### config.mk
export PLATFORM = sky130hd
export DESIGN_NAME = key_value_pair_tokenizer
export DESIGN_NICKNAME = d
export VERILOG_FILES = /design/src/rtl/kvt_pkg.sv /design/src/rtl/kvt_cfg.sv /design/src/rtl/kvt_core.sv /design/src/rtl/kvt_skid.sv /design/src/rtl/key_value_pair_tokenizer.sv
export SDC_FILE = /design/constraint.sdc
export NUM_CORES = 1
export LEC_CHECK = 0
export BUFFER_PORTS_ARGS = -buffer_cell sky130_fd_sc_hd__buf_2
export CAP_MARGIN = 40
export CORE_ASPECT_RATIO = 2
export CORE_MARGIN = 8
export CORE_UTILIZATION = 35
export DETAILED_ROUTE_END_ITERATION = 10
export MAX_ROUTING_LAYER = met4
export PLACE_DENSITY_LB_ADDON = 0.25
export SYNTH_ARGS = -nofsm -noshare
export SYNTH_HDL_FRONTEND = slang
export SYNTH_SLANG_ARGS = --single-unit
### constraint.sdc
create_clock -name clk -period 4.7 [get_ports clk]
set_input_delay 0.47 -clock clk [delete_from_list [all_inputs] [get_ports clk]]
set_output_delay 0.47 -clock clk [all_outputs]
set_load 0.02 [all_outputs]
### src/rtl/kvt_pkg.sv
// Shared types and constants for the key/value tokenizer.
// Holds the beat structs, the configuration bundle, register indexes and reset values.
// No dependencies.
`timescale 1ns / 1ps
`default_nettype none

package kvt_pkg;

  // One input beat: a data byte, or an end-of-buffer command.
  typedef struct packed {
    logic       cmd;
    logic [7:0] data_byte;
  } in_item_t;

  // One result beat.
  typedef struct packed {
    logic        text_valid;
    logic [7:0]  text_byte;
    logic [1:0]  segment;
    logic        field_end;
    logic [15:0] field_number;
    logic [1:0]  pair_seps_seen;
    logic        record_end;
    logic        empty_key_error;
  } out_item_t;

  // Configuration registers, as seen by the tokenizer core.
  typedef struct packed {
    logic [7:0] field_sep;
    logic [7:0] pair_sep;
    logic [7:0] record_sep;
    logic       collapse_repeats;
  } cfg_t;

  localparam int CFG_INDEX_BITS = 2;
  localparam int CFG_DATA_BITS  = 8;

  // Register indexes on the configuration port.
  localparam logic [CFG_INDEX_BITS-1:0] CFG_FIELD_SEP        = 2'd0;
  localparam logic [CFG_INDEX_BITS-1:0] CFG_PAIR_SEP         = 2'd1;
  localparam logic [CFG_INDEX_BITS-1:0] CFG_RECORD_SEP       = 2'd2;
  localparam logic [CFG_INDEX_BITS-1:0] CFG_COLLAPSE_REPEATS = 2'd3;

  // Reset values of the configuration registers.
  localparam logic [7:0] FIELD_SEP_RESET        = 8'd44;
  localparam logic [7:0] PAIR_SEP_RESET         = 8'd61;
  localparam logic [7:0] RECORD_SEP_RESET       = 8'd10;
  localparam logic       COLLAPSE_REPEATS_RESET = 1'b0;

  // The command code that ends the buffer.
  localparam logic CMD_END_OF_BUFFER = 1'b1;

  // Width of the field number on the result beat.
  localparam int FIELD_NUMBER_OUT_BITS = 16;

endpackage : kvt_pkg

`default_nettype wire

### src/rtl/kvt_cfg.sv
// Configuration register file of the key/value tokenizer.
// Depends on kvt_pkg for the register indexes, reset values and cfg_t.
`timescale 1ns / 1ps
`default_nettype none

module kvt_cfg (
  input  wire logic                               clk,
  input  wire logic                               rst,
  input  wire logic                               cfg_we,
  input  wire logic [kvt_pkg::CFG_INDEX_BITS-1:0] cfg_index,
  input  wire logic [kvt_pkg::CFG_DATA_BITS-1:0]  cfg_data,
  output kvt_pkg::cfg_t                           cfg
);

  kvt_pkg::cfg_t regs;

  always_ff @(posedge clk) begin
    if (rst) begin
      regs.field_sep        <= kvt_pkg::FIELD_SEP_RESET;
      regs.pair_sep         <= kvt_pkg::PAIR_SEP_RESET;
      regs.record_sep       <= kvt_pkg::RECORD_SEP_RESET;
      regs.collapse_repeats <= kvt_pkg::COLLAPSE_REPEATS_RESET;
    end else if (cfg_we) begin
      unique case (cfg_index)
        kvt_pkg::CFG_FIELD_SEP:        regs.field_sep        <= cfg_data;
        kvt_pkg::CFG_PAIR_SEP:         regs.pair_sep         <= cfg_data;
        kvt_pkg::CFG_RECORD_SEP:       regs.record_sep       <= cfg_data;
        kvt_pkg::CFG_COLLAPSE_REPEATS: regs.collapse_repeats <= cfg_data[0];
        default: begin
        end
      endcase
    end
  end

  assign cfg = regs;

endmodule : kvt_cfg

`default_nettype wire

### src/rtl/kvt_core.sv
// Tokenizer core: per-field state registers and the classification logic for one byte.
// Depends on kvt_pkg for in_item_t, out_item_t, cfg_t and the command code.
`timescale 1ns / 1ps
`default_nettype none

module kvt_core #(
  parameter int CNT_BITS = 16
) (
  input  wire logic              clk,
  input  wire logic              rst,
  input  wire logic              accept,
  input  wire kvt_pkg::in_item_t item,
  input  wire kvt_pkg::cfg_t     cfg,
  output kvt_pkg::out_item_t     result
);

  logic [CNT_BITS-1:0] field_counter, field_counter_next;
  logic [1:0]          pair_sep_counter, pair_sep_counter_next;
  logic                key_has_text, key_has_text_next;
  logic                skipping_repeats, skipping_repeats_next;

  logic                is_record, is_field, is_pair;
  logic [CNT_BITS-1:0] closed_number;

  // Field number of a field that closes now; it holds at all ones.
  assign closed_number = (field_counter == {CNT_BITS{1'b1}}) ? field_counter
                                                              : field_counter + CNT_BITS'(1);

  always_comb begin
    is_record = (item.cmd == kvt_pkg::CMD_END_OF_BUFFER) || (item.data_byte == cfg.record_sep);
    is_field  = item.data_byte == cfg.field_sep;
    is_pair   = item.data_byte == cfg.pair_sep;

    field_counter_next    = field_counter;
    pair_sep_counter_next = pair_sep_counter;
    key_has_text_next     = key_has_text;
    skipping_repeats_next = skipping_repeats;
    result                = '0;

    if (is_record || (is_field && !skipping_repeats)) begin
      // Close the current field.
      result.field_end       = 1'b1;
      result.field_number    = kvt_pkg::FIELD_NUMBER_OUT_BITS'(closed_number);
      result.pair_seps_seen  = pair_sep_counter;
      result.empty_key_error = !key_has_text;
      result.record_end      = is_record;
      pair_sep_counter_next  = '0;
      key_has_text_next      = 1'b0;
      if (is_record) begin
        field_counter_next    = '0;
        skipping_repeats_next = 1'b0;
      end else begin
        field_counter_next    = closed_number;
        skipping_repeats_next = cfg.collapse_repeats;
      end
    end else if (is_field) begin
      // A repeated field separator is dropped; the result stays all zero.
    end else if (is_pair) begin
      skipping_repeats_next = 1'b0;
      if (pair_sep_counter != 2'd3) begin
        pair_sep_counter_next = pair_sep_counter + 2'd1;
      end
    end else begin
      skipping_repeats_next = 1'b0;
      if (pair_sep_counter == 2'd0) begin
        key_has_text_next = 1'b1;
      end
      result.text_valid = 1'b1;
      result.text_byte  = item.data_byte;
      result.segment    = pair_sep_counter;
    end
  end

  always_ff @(posedge clk) begin
    if (rst) begin
      field_counter    <= '0;
      pair_sep_counter <= '0;
      key_has_text     <= 1'b0;
      skipping_repeats <= 1'b0;
    end else if (accept) begin
      field_counter    <= field_counter_next;
      pair_sep_counter <= pair_sep_counter_next;
      key_has_text     <= key_has_text_next;
      skipping_repeats <= skipping_repeats_next;
    end
  end

endmodule : kvt_core

`default_nettype wire

### src/rtl/kvt_skid.sv
// Two-entry output buffer for result beats, so the input side keeps moving one stall deep.
// Depends on kvt_pkg for out_item_t.
`timescale 1ns / 1ps
`default_nettype none

module kvt_skid (
  input  wire logic               clk,
  input  wire logic               rst,
  input  wire logic               push,
  input  wire kvt_pkg::out_item_t din,
  output logic                    full,
  output logic                    out_valid,
  input  wire logic               out_ready,
  output kvt_pkg::out_item_t      out_data
);

  kvt_pkg::out_item_t main_data, skid_data;
  logic               main_valid, skid_valid;
  logic               pop;

  assign pop       = main_valid && out_ready;
  assign full      = skid_valid;
  assign out_valid = main_valid;
  assign out_data  = main_data;

  always_ff @(posedge clk) begin
    if (rst) begin
      main_valid <= 1'b0;
      skid_valid <= 1'b0;
    end else if (pop && skid_valid) begin
      // The waiting beat moves up; no push can happen while the skid entry is full.
      main_data  <= skid_data;
      skid_valid <= 1'b0;
    end else if (push && (!main_valid || pop)) begin
      main_data  <= din;
      main_valid <= 1'b1;
    end else if (push) begin
      skid_data  <= din;
      skid_valid <= 1'b1;
    end else if (pop) begin
      main_valid <= 1'b0;
    end
  end

endmodule : kvt_skid

`default_nettype wire

### src/rtl/key_value_pair_tokenizer.sv
// Top level of the delimited key/value tokenizer.
// Depends on kvt_pkg, kvt_cfg, kvt_core and kvt_skid.
//
// Usage:
// The input channel (in_valid, in_ready, in_data) carries one beat per byte of a
// delimited text buffer, or an end-of-buffer command that closes the open field and
// record. The output channel (out_valid, out_ready, out_data) returns exactly one
// result beat for every input beat, in order: a tagged text byte, a field close with
// its field number and pair separator count, or an all-zero beat for a byte that
// only updates the state (a pair separator, or a repeated field separator).
// The result of an accepted beat is registered into the output buffer. Throughput
// is one beat per cycle while in_ready is high; the field state update and the byte
// classification are combinational logic between the state registers and the buffer.
// The output buffer holds two beats, so in_ready stays high through a stall of the
// receiver while the skid entry is empty; in_ready drops only while both entries are
// occupied and rises again after the receiver takes a beat.
// Configuration (cfg_we, cfg_index, cfg_data) is written in one cycle with no
// handshake and should change only while the block is idle.
// Synchronous reset restores the separator defaults (comma, equals sign, newline,
// no collapsing), clears the field state and empties the output buffer.
`timescale 1ns / 1ps
`default_nettype none

module key_value_pair_tokenizer #(
  parameter int FIELD_NUMBER_BITS = 16
) (
  input  wire logic                               clk,
  input  wire logic                               rst,
  input  wire logic                               in_valid,
  output logic                                    in_ready,
  input  wire kvt_pkg::in_item_t                  in_data,
  output logic                                    out_valid,
  input  wire logic                               out_ready,
  output kvt_pkg::out_item_t                      out_data,
  input  wire logic                               cfg_we,
  input  wire logic [kvt_pkg::CFG_INDEX_BITS-1:0] cfg_index,
  input  wire logic [kvt_pkg::CFG_DATA_BITS-1:0]  cfg_data
);

  // The field counter saturates at the smaller of its own range and the width of
  // the field number on the result beat, so it never needs more bits than that.
  localparam int CNT_BITS = (FIELD_NUMBER_BITS < kvt_pkg::FIELD_NUMBER_OUT_BITS)
                          ? FIELD_NUMBER_BITS : kvt_pkg::FIELD_NUMBER_OUT_BITS;

  kvt_pkg::cfg_t      cfg;
  kvt_pkg::out_item_t result;
  logic               accept;
  logic               buffer_full;

  // A beat is taken whenever the output buffer has a free entry.
  assign in_ready = !buffer_full;
  assign accept   = in_valid && in_ready;

  kvt_cfg u_cfg (
    .clk       (clk),
    .rst       (rst),
    .cfg_we    (cfg_we),
    .cfg_index (cfg_index),
    .cfg_data  (cfg_data),
    .cfg       (cfg)
  );

  // Field state and byte classification; the state advances only on accepted beats.
  kvt_core #(
    .CNT_BITS (CNT_BITS)
  ) u_core (
    .clk    (clk),
    .rst    (rst),
    .accept (accept),
    .item   (in_data),
    .cfg    (cfg),
    .result (result)
  );

  // Result register plus one skid entry toward the receiver.
  kvt_skid u_skid (
    .clk       (clk),
    .rst       (rst),
    .push      (accept),
    .din       (result),
    .full      (buffer_full),
    .out_valid (out_valid),
    .out_ready (out_ready),
    .out_data  (out_data)
  );

endmodule : key_value_pair_tokenizer

`default_nettype wire

==> flow_summary.yaml, run 1 <==
finish:
  instances_no_fill: 745
  final_area_um2: 5920
  final.fill_count: 1420
  postLayoutCoreUtil_pct: 41.3
  syn2layout_area_growth_pct: 15.6
  n_antenna_cell: 0
  drive_gt1_share_pct: 19.0
  fin_nets: 575
yosys:
  synth_ff_type: "edfxtp_1"
  ys_ff_latch: 111
  synth_edf_count: 64
  synth_top_area_share_pct: 37.5
  yosysTopAreaCell: "edfxtp_1"
  synthTopCellsByCount: "71 x nand2_1, 64 x edfxtp_1, 47 x dfxtp_1"
  syn_area_per_cell_um2: 10.2
  ys_warn_count: 0
  yosysSeqAreaShare_pct: 55.9
  async_flop_share_pct: 0
  ys_types: 48
  synth_area_um2: 5120
  ys_top_cells_by_area: "edfxtp_1 38%, dfxtp_1 18%, nand2_1 5.2%"
  synth_most_common_cell: "nand2_1"
  synthCells: 501
  synth_nets: 528
worst_hold_path:
  holdPathStages: 3
  hp-class: "primary input to flip-flop"
timing:
  final_max_slew_viol_count: 0
  skew_ns: 0.00658
  worst_pin_slew_ns: 0.921
  fin_ws_ns: 2.06
  slew_headroom_pct: 38.1
  final.setup.tns_ns: 0
  layout_min_cycle_time_ns: 2.64
  finalHoldViolCount: 0
  fmax_ghz: 0.379
  hold_slack_ns: 0.380
  min_period_over_period_pct: 56.1
  rsz0062_at_grt: "no"
  setup_viol: 0
global_route:
  track_usage_pct: 14.6
  grt_max_degree: 41
  antenna_found_initial: 0
  grt-ovfl-total: 0
  grt_pass1_vias: 4009
  grt_pass1_wl_mm: 20.8
worst_setup_path:
  reg2reg_to: "u_skid.out_data[5]"
  critical_path.endpoint_type: "flip-flop"
  reg2reg_from: "u_core.field_counter[7]"
  ff2ff_path_depth: 5
  path_class: "flip-flop to flip-flop"
  cp_max_fo: 9
  cp.arrival_ns: 2.72
  worst_ep_required_time_ns: 4.79
  r2r_slack_ns: 2.06
  crit_start: "u_core.field_counter[7]"
  startpoint_type: "flip-flop"
  cp-endpoint: "u_skid.out_data[5]"
floorplanning:
  die_w_um: 102
  num_rows: 62
  pin_count: 58
  die_area_um2: 19000
  start_util_pct: 35.7
  core_area_um2: 14400
  fp.dieH_um: 187
placed_design:
  place.gp.congestion: 0.880
  placed_cell_area_um2: 5640
  dp_hpwl_mm: 9.79
  post-place-ws_ns: 2.04
  dp.cells: 729
  placement.io_buffers: 57
routing:
  via_per_inst: 5.18
  drt_wl_total_mm: 12.9
  drtPass1Iterations: 5
  wire_per_inst_um: 17.3
  vias: 3862
  drc: 0
  drtIter0Drc: 298
  antenna_left: 0
clock_tree:
  postCtsSetupRepairBufs: 0
  cts_max_level: 3
  cts_tree: "done"
  clock-sinks: 111
  path_clk_slew_ns: 0.07
  clockBufferDepth: 2
  clkLatencyLatePin_ns: 0.35
  cts_buffers: 9
  root_buffer: "clkbuf_16"
  cts_hold_buf: 0
  post_cts_resized: 0
pwr:
  leakage_nw: 2.09
  peakVddDrop_mv: 0.185
  finalPower_mw: 1.94
  powerDensity_nw_per_um2: 328
status:
  status: "finished, final reports clean"
job:
  maxCapViolations: 0
[layout by cell type (no fill, tap or decap), types with 13 or more instances in the layout]
cell type,instances
dfxtp_1,47
nand2_1,71
edfxtp_1,64
o31ai_1,17
buf_2,57
inv_1,18
o211ai_1,13
nor2_1,39
mux2i_1,13
and2_1,20
xor2_1,26
nand3_1,19
a21oi_1,18
[metal layers]
layer | share of wire, % | vias to the layer above | routed length (um) | track usage [%]
met5 | 0 | - | 0 | -
met2 | 54 | 109 | 7030 | 25.7
met4 | 4.9 | 0 | 627 | 8.26
li1 | - | 1904 | - | -
met1 | 37 | 1820 | 4760 | 14.2
met3 | 3.8 | 29 | 495 | 2.87
[critical path, cell delays in order (launching register included)]
cell and delay (ns):
dfxtp_1 0.50, nand4_1 0.28, nor3_1 0.82, nand2_1 0.35, mux2i_1 0.32, o31ai_1 0.10
[power by group]
group / internal [mW] / switching, mW / leakage, nW
clock network: 0.378 / 0.351 / 0.141
registers: 1.05 / 0.0144 / 0.984
logic: 0.0503 / 0.0986 / 0.966
total: 1.48 / 0.464 / 2.09
[registers in the layout, summed over array words and instances (netlist names)]
| signal | count |
|---|---|
| u_cfg.cfg | 25 |
| u_skid.skid_data | 32 |
| u_core.field_counter | 16 |
| u_core.skipping_repeats | 1 |
| u_skid.out_valid | 1 |
| u_core.key_has_text | 1 |
| u_skid.full | 1 |
| u_core.pair_sep_counter | 2 |
| u_skid.out_data | 32 |
[cell type report]
cell class	instances	area (um^2)	share of cell area, %
clock buffer	10	239	4.03
clock inverter	6	43.8	0.739
inverter	18	67.6	1.14
multi-input combinational	343	2100	35.5
sequential	111	2860	48.3
tap	192	240	4.06
timing repair buffer	65	365	6.17
[worst min-delay path by stage]
stage                  start            end  slack (ns)
2_1_floorplan  u_cfg.cfg[10]  u_cfg.cfg[10]        0.45
3_3_place_gp    u_cfg.cfg[5]   u_cfg.cfg[5]        0.47
3_5_place_dp    u_cfg.cfg[5]   u_cfg.cfg[5]        0.47
4_1_cts          cfg_data[7]  u_cfg.cfg[16]        0.37
5_1_grt          cfg_data[7]   u_cfg.cfg[8]        0.37
6_report         cfg_data[2]  u_cfg.cfg[11]        0.38
[cell families after synthesis]
group | count (synthesis) | share of synthesized area [%]
flip-flops | 111 | 55.9
AND/OR/NAND/NOR | 202 | 19.3
XOR/XNOR | 32 | 5.47
buffers and inverters | 47 | 3.44
adder cells (fa/ha/maj) | 3 | 0.733
AO/OA/AOI/OAI | 92 | 12.4
multiplexers | 14 | 2.76
No activity file was read; power rests on OpenSTA's default activity.
==> run 2: changes to the inputs <==
==> constraint.sdc (replaced) <==
create_clock -name clk -period 2.6 [get_ports clk]
set_input_delay 0.26 -clock clk [delete_from_list [all_inputs] [get_ports clk]]
set_output_delay 0.26 -clock clk [all_outputs]
set_load 0.02 [all_outputs]
==> flow_summary.yaml, run 2 (synthesized netlist as in run 1, its figures left out) <==
status:
  status: "finished, final reports clean"
timing:
  worst_pin_slew_ns: 0.717
  layout_min_cycle_time_ns: 2.29
  rsz0062_at_grt: "no"
  skew_ns: 0.0135
  final_max_slew_viol_count: 0
  slew_headroom_pct: 52.2
  fmax_ghz: 0.437
  final.setup.tns_ns: 0
  finalHoldViolCount: 0
  setup_viol: 0
  min_period_over_period_pct: 88.0
  fin_ws_ns: 0.312
global_route:
  grt-ovfl-total: 0
  grt_pass1_vias: 3999
  antenna_found_initial: 0
  grt_max_degree: 33
  track_usage_pct: 14.7
  grt_pass1_wl_mm: 21.0
floorplanning:
  core_area_um2: 14400
  die_area_um2: 19000
  pin_count: 58
  start_util_pct: 35.7
  die_w_um: 102
  fp.dieH_um: 187
  num_rows: 62
worst_setup_path:
  cpLargestDelayFamily: "simple AND/OR/NAND/NOR gates"
  critical_path.endpoint_type: "flip-flop"
  worst_ep_required_time_ns: 2.71
  slowest_delay_ns: 0.47
  cp_num_buf_inv: 0
  cp_slowest_cell: "nor4_1"
  crit_start: "u_cfg.cfg[18]"
  path_class: "flip-flop to flip-flop"
  cp.arrival_ns: 2.40
  startpoint_type: "flip-flop"
  cp_max_fo: 22
  reg2reg_from: "u_cfg.cfg[18]"
  crit_chain: "xor2_1 > nor4_1 > nand2_1 > and3_1 > mux2_2"
routing:
  drt_wl_total_mm: 13.0
  via_per_inst: 5.07
  drc: 0
  wire_per_inst_um: 17.1
  drtIter0Drc: 206
  antenna_left: 0
  vias: 3851
  drtPass1Iterations: 4
placed_design:
  place.gp.congestion: 0.872
  placed_cell_area_um2: 5740
  post-place-ws_ns: 0.221
  placement.io_buffers: 57
  dp.cells: 743
  dp_hpwl_mm: 9.86
worst_hold_path:
  hp-class: "primary input to flip-flop"
  min-delay-start: "cfg_data[2]"
finish:
  n_antenna_cell: 0
  final_area_um2: 6080
  drive_gt1_share_pct: 21.2
  syn2layout_area_growth_pct: 18.8
  final_common_cell: "nand2_1"
  instances_no_fill: 759
  postLayoutCoreUtil_pct: 42.4
  final_cell_mix: "71 x nand2_1, 64 x edfxtp_1, 57 x buf_2, 47 x dfxtp_1, 39 x nor2_1"
  fin_nets: 589
pwr:
  leakage_nw: 2.18
  powerDensity_nw_per_um2: 617
  peakVddDrop_mv: 0.371
clock_tree:
  clkLatencyLatePin_ns: 0.35
  cts_buffers: 9
  cts_hold_buf: 0
  root_buffer: "clkbuf_16"
  clockBufferDepth: 2
  clock-sinks: 111
  postCtsSetupRepairBufs: 0
  cts_tree: "done"
  cts_max_level: 3
  path_clk_slew_ns: 0.08
  post_cts_resized: 0
job:
  maxCapViolations: 0
[run 2: cell types whose count changed in the layout (fill, tap and decap cells not counted), sizes merged]
cell,delta
clkbuf,-1
bufinv,+2
buf,+14
clkinv,-1
[run 2: layout make-up]
cell class / count / area (um^2)
clock inverters: 7 / 114
inverters: 18 / 67.6
repair buffers: 79 / 463
clock buffers: 9 / 225
well taps: 192 / 240
flip-flops and latches: 111 / 2860
multi-input cells: 343 / 2110
fillers: 1427 / 8270
[run 2: stage by stage]
stage | power (mW) | hold slack, ns
floorplan | 2.12 | 0.384
detailed placement | 2.25 | 0.460
global placement | 2.24 | 0.454
global route | 3.90 | 0.174
CTS | 3.80 | 0.152
finish | 3.75 | 0.165
[run 2: final timing paths]
path                              end  slack [ns]  depth (start not counted)
setup reg to reg  u_skid.out_data[31]        0.31                          5
hold / removal          u_cfg.cfg[11]        0.16                          3
hold reg to reg          u_cfg.cfg[6]        0.47                          2
setup / recovery  u_skid.out_data[31]        0.31                          5
[run 2: worst min-delay path, cell delays in order]
cell     delay [ns]
buf_2          0.10
nand2_1        0.05
nand3_1        0.06
[run 2: power by group]
| part | total (mW) | switching, mW | leakage [nW] | internal [mW] |
|---|---|---|---|---|
| Sequential | 1.92 | 0.0237 | 0.984 | 1.90 |
| Combinational | 0.282 | 0.185 | 1.03 | 0.0966 |
| Clock | 1.55 | 0.681 | 0.165 | 0.868 |
| Total | 3.75 | 0.890 | 2.18 | 2.86 |
[run 2: layer usage]
layer | wire [um] | GRT usage (%)
met1 | 4790 | 14.5
met2 | 7220 | 26.2
met4 | 528 | 7.63
met3 | 462 | 2.35
met5 | 0 | -
==> run 3: changes to the inputs <==
--- a/config.mk
+++ b/config.mk
@@ -15,4 +15,5 @@
 export PLACE_DENSITY_LB_ADDON = 0.25
 export SYNTH_ARGS = -nofsm -noshare
 export SYNTH_HDL_FRONTEND = slang
+export SYNTH_HIERARCHICAL = 1
 export SYNTH_SLANG_ARGS = --single-unit
==> flow_summary.yaml, run 3 <==
clock_tree:
  clockBufferDepth: 2
  postCtsSetupRepairBufs: 0
  root_buffer: "clkbuf_16"
  path_clk_slew_ns: 0.07
  cts_buffers: 9
  cts_hold_buf: 0
  clkLatencyLatePin_ns: 0.35
  cts_max_level: 3
  cts_tree: "done"
  clock-sinks: 111
timing:
  setup_viol: 0
  min_period_over_period_pct: 92.2
  final_max_slew_viol_count: 0
  layout_min_cycle_time_ns: 2.40
  final.setup.tns_ns: 0
  worst_pin_slew_ns: 0.635
  fmax_ghz: 0.417
  finalHoldViolCount: 0
  rsz0062_at_grt: "no"
  skew_ns: 0.0111
  slew_headroom_pct: 57.7
yosys:
  ys_warn_count: 6
  yosys.area_share.simple_pct: 15.9
  synth_fa_ha_area_share_pct: 0.699
  yosysTopAreaCell: "edfxtp_1"
  synth_area_um2: 5370
  ys_types: 54
  synthTopCellsByCount: "64 x edfxtp_1, 47 x dfxtp_1, 31 x nor2_1"
  synth_compound_area_share_pct: 8.20
  synth_xor_area_share_pct: 4.40
  synth_nets: 474
  synth_mux_area_share_pct: 13.5
  synthCells: 447
  synth_top_family_by_area: "simple AND/OR/NAND/NOR gates"
  ys_top_cells_by_area: "edfxtp_1 36%, dfxtp_1 18%, mux2_4 8.4%"
  synth_top_area_share_pct: 35.8
  async_flop_share_pct: 0
  synth_most_common_cell: "edfxtp_1"
  syn_area_per_cell_um2: 12.0
  synth_ff_type: "edfxtp_1"
  synth_edf_count: 64
  ys_ff_latch: 111
  yosysSeqAreaShare_pct: 53.3
global_route:
  grt_pass1_vias: 3610
  grt-ovfl-total: 0
  grt_pass1_wl_mm: 18.6
  track_usage_pct: 11.7
  antenna_found_initial: 0
  grt_max_degree: 39
pwr:
  finalPower_mw: 3.62
  powerDensity_nw_per_um2: 581
  leakage_nw: 2.36
  peakVddDrop_mv: 0.311
placed_design:
  placement.io_buffers: 57
  place.gp.congestion: 0.832
  dp_hpwl_mm: 7.82
status:
  status: "finished, final reports clean"
worst_setup_path:
  cp_max_fo: 9
  startpoint_type: "flip-flop"
  worst_ep_required_time_ns: 2.70
  path_class: "flip-flop to flip-flop"
  critical_path.endpoint_type: "flip-flop"
  cp.arrival_ns: 2.50
floorplanning:
  num_rows: 64
  fp.dieH_um: 191
  pin_count: 58
  die_area_um2: 19800
  start_util_pct: 35.5
  core_area_um2: 15100
  die_w_um: 104
finish:
  n_antenna_cell: 0
  syn2layout_area_growth_pct: 15.9
  fin_nets: 537
  final_common_cell: "edfxtp_1"
  final_cell_mix: "64 x edfxtp_1, 57 x buf_2, 47 x dfxtp_1, 31 x nor2_1, 30 x mux2_4"
  drive_gt1_share_pct: 26.2
routing:
  wire_per_inst_um: 15.2
  drtPass1Iterations: 4
  antenna_left: 0
  vias: 3556
  via_per_inst: 4.99
  drc: 0
  drt_wl_total_mm: 10.8
  drtIter0Drc: 314
worst_hold_path:
  hp-class: "primary input to flip-flop"
job:
  maxCapViolations: 0
run 3: cell families after synthesis:
| kind of cell | count (synthesis) |
|---|---|
| AOI/OAI and AO/OA | 60 |
| xor gates and xnor gates | 27 |
| adders and majority gates | 3 |
| buffers and inverters | 41 |
| DFF | 111 |
| muxes | 57 |
| and+or+nand+nor | 148 |
run 3: where the power goes:
part	total [mW]	switching [mW]	internal, mW	leakage, nW
logic	0.284	0.171	0.113	1.24
clock network	1.41	0.646	0.765	0.147
registers	1.92	0.0210	1.90	0.979
run 3: layout make-up:
class | count | area (um^2)
Fill cell | 1473 | 8910
Sequential cell | 111 | 2860
Multi-Input combinational cell | 295 | 2310
Timing Repair Buffer | 74 | 425
Tap cell | 198 | 248
Clock buffer | 10 | 229
Clock inverter | 6 | 77.6
Inverter | 19 | 71.3
run 3: final timing paths:
check                                              from                   to  slack [ns]  depth (start not counted)
worst max register to register  u_core/field_counter[1]  u_skid/out_data[14]        0.20                          7
worst min register to register            u_cfg/cfg[24]        u_cfg/cfg[24]        0.49                          2
worst min-delay path                          out_ready          u_skid/full        0.18                          2
worst max-delay path            u_core/field_counter[1]  u_skid/out_data[14]        0.20                          7
run 3: worst max-delay path: stages (launching register included):
cell and delay [ns]:
dfxtp_1 0.41, ha_1 0.28, nand4_1 0.25, or4_4 0.62, nand4_1 0.13, xor2_1 0.14, nor2_1 0.06, mux2_4 0.25
run 3: what timing repair did:
item | 4_1_cts | 5_1_grt
gates resized for setup | 0 | 1
setup endpoints to repair | 0 | 1
endpoints found under the hold margin | 0 | 0
run 3: per-stage QoR:
stage	hold slack, ns	util, %	instance area (um^2)	setup WS [ns]	instances
floorplan	0.329	-	5380	0.346	447
global placement	0.472	39.1	5910	0.272	697
detailed placement	0.474	39.1	5910	0.232	697
CTS	0.164	41.1	6220	0.212	713
global route	0.179	41.1	6220	0.0398	713
finish	0.180	41.1	6220	0.203	713
run 3: layer usage:
layer / global-route usage (%) / wire length [um] / vias up
met5: - / 0 / -
met4: 4.33 / 163 / 0
met3: 2.70 / 627 / 8
met2: 17.9 / 5070 / 93
met1: 14.8 / 4990 / 1677
li1: - / - / 1778
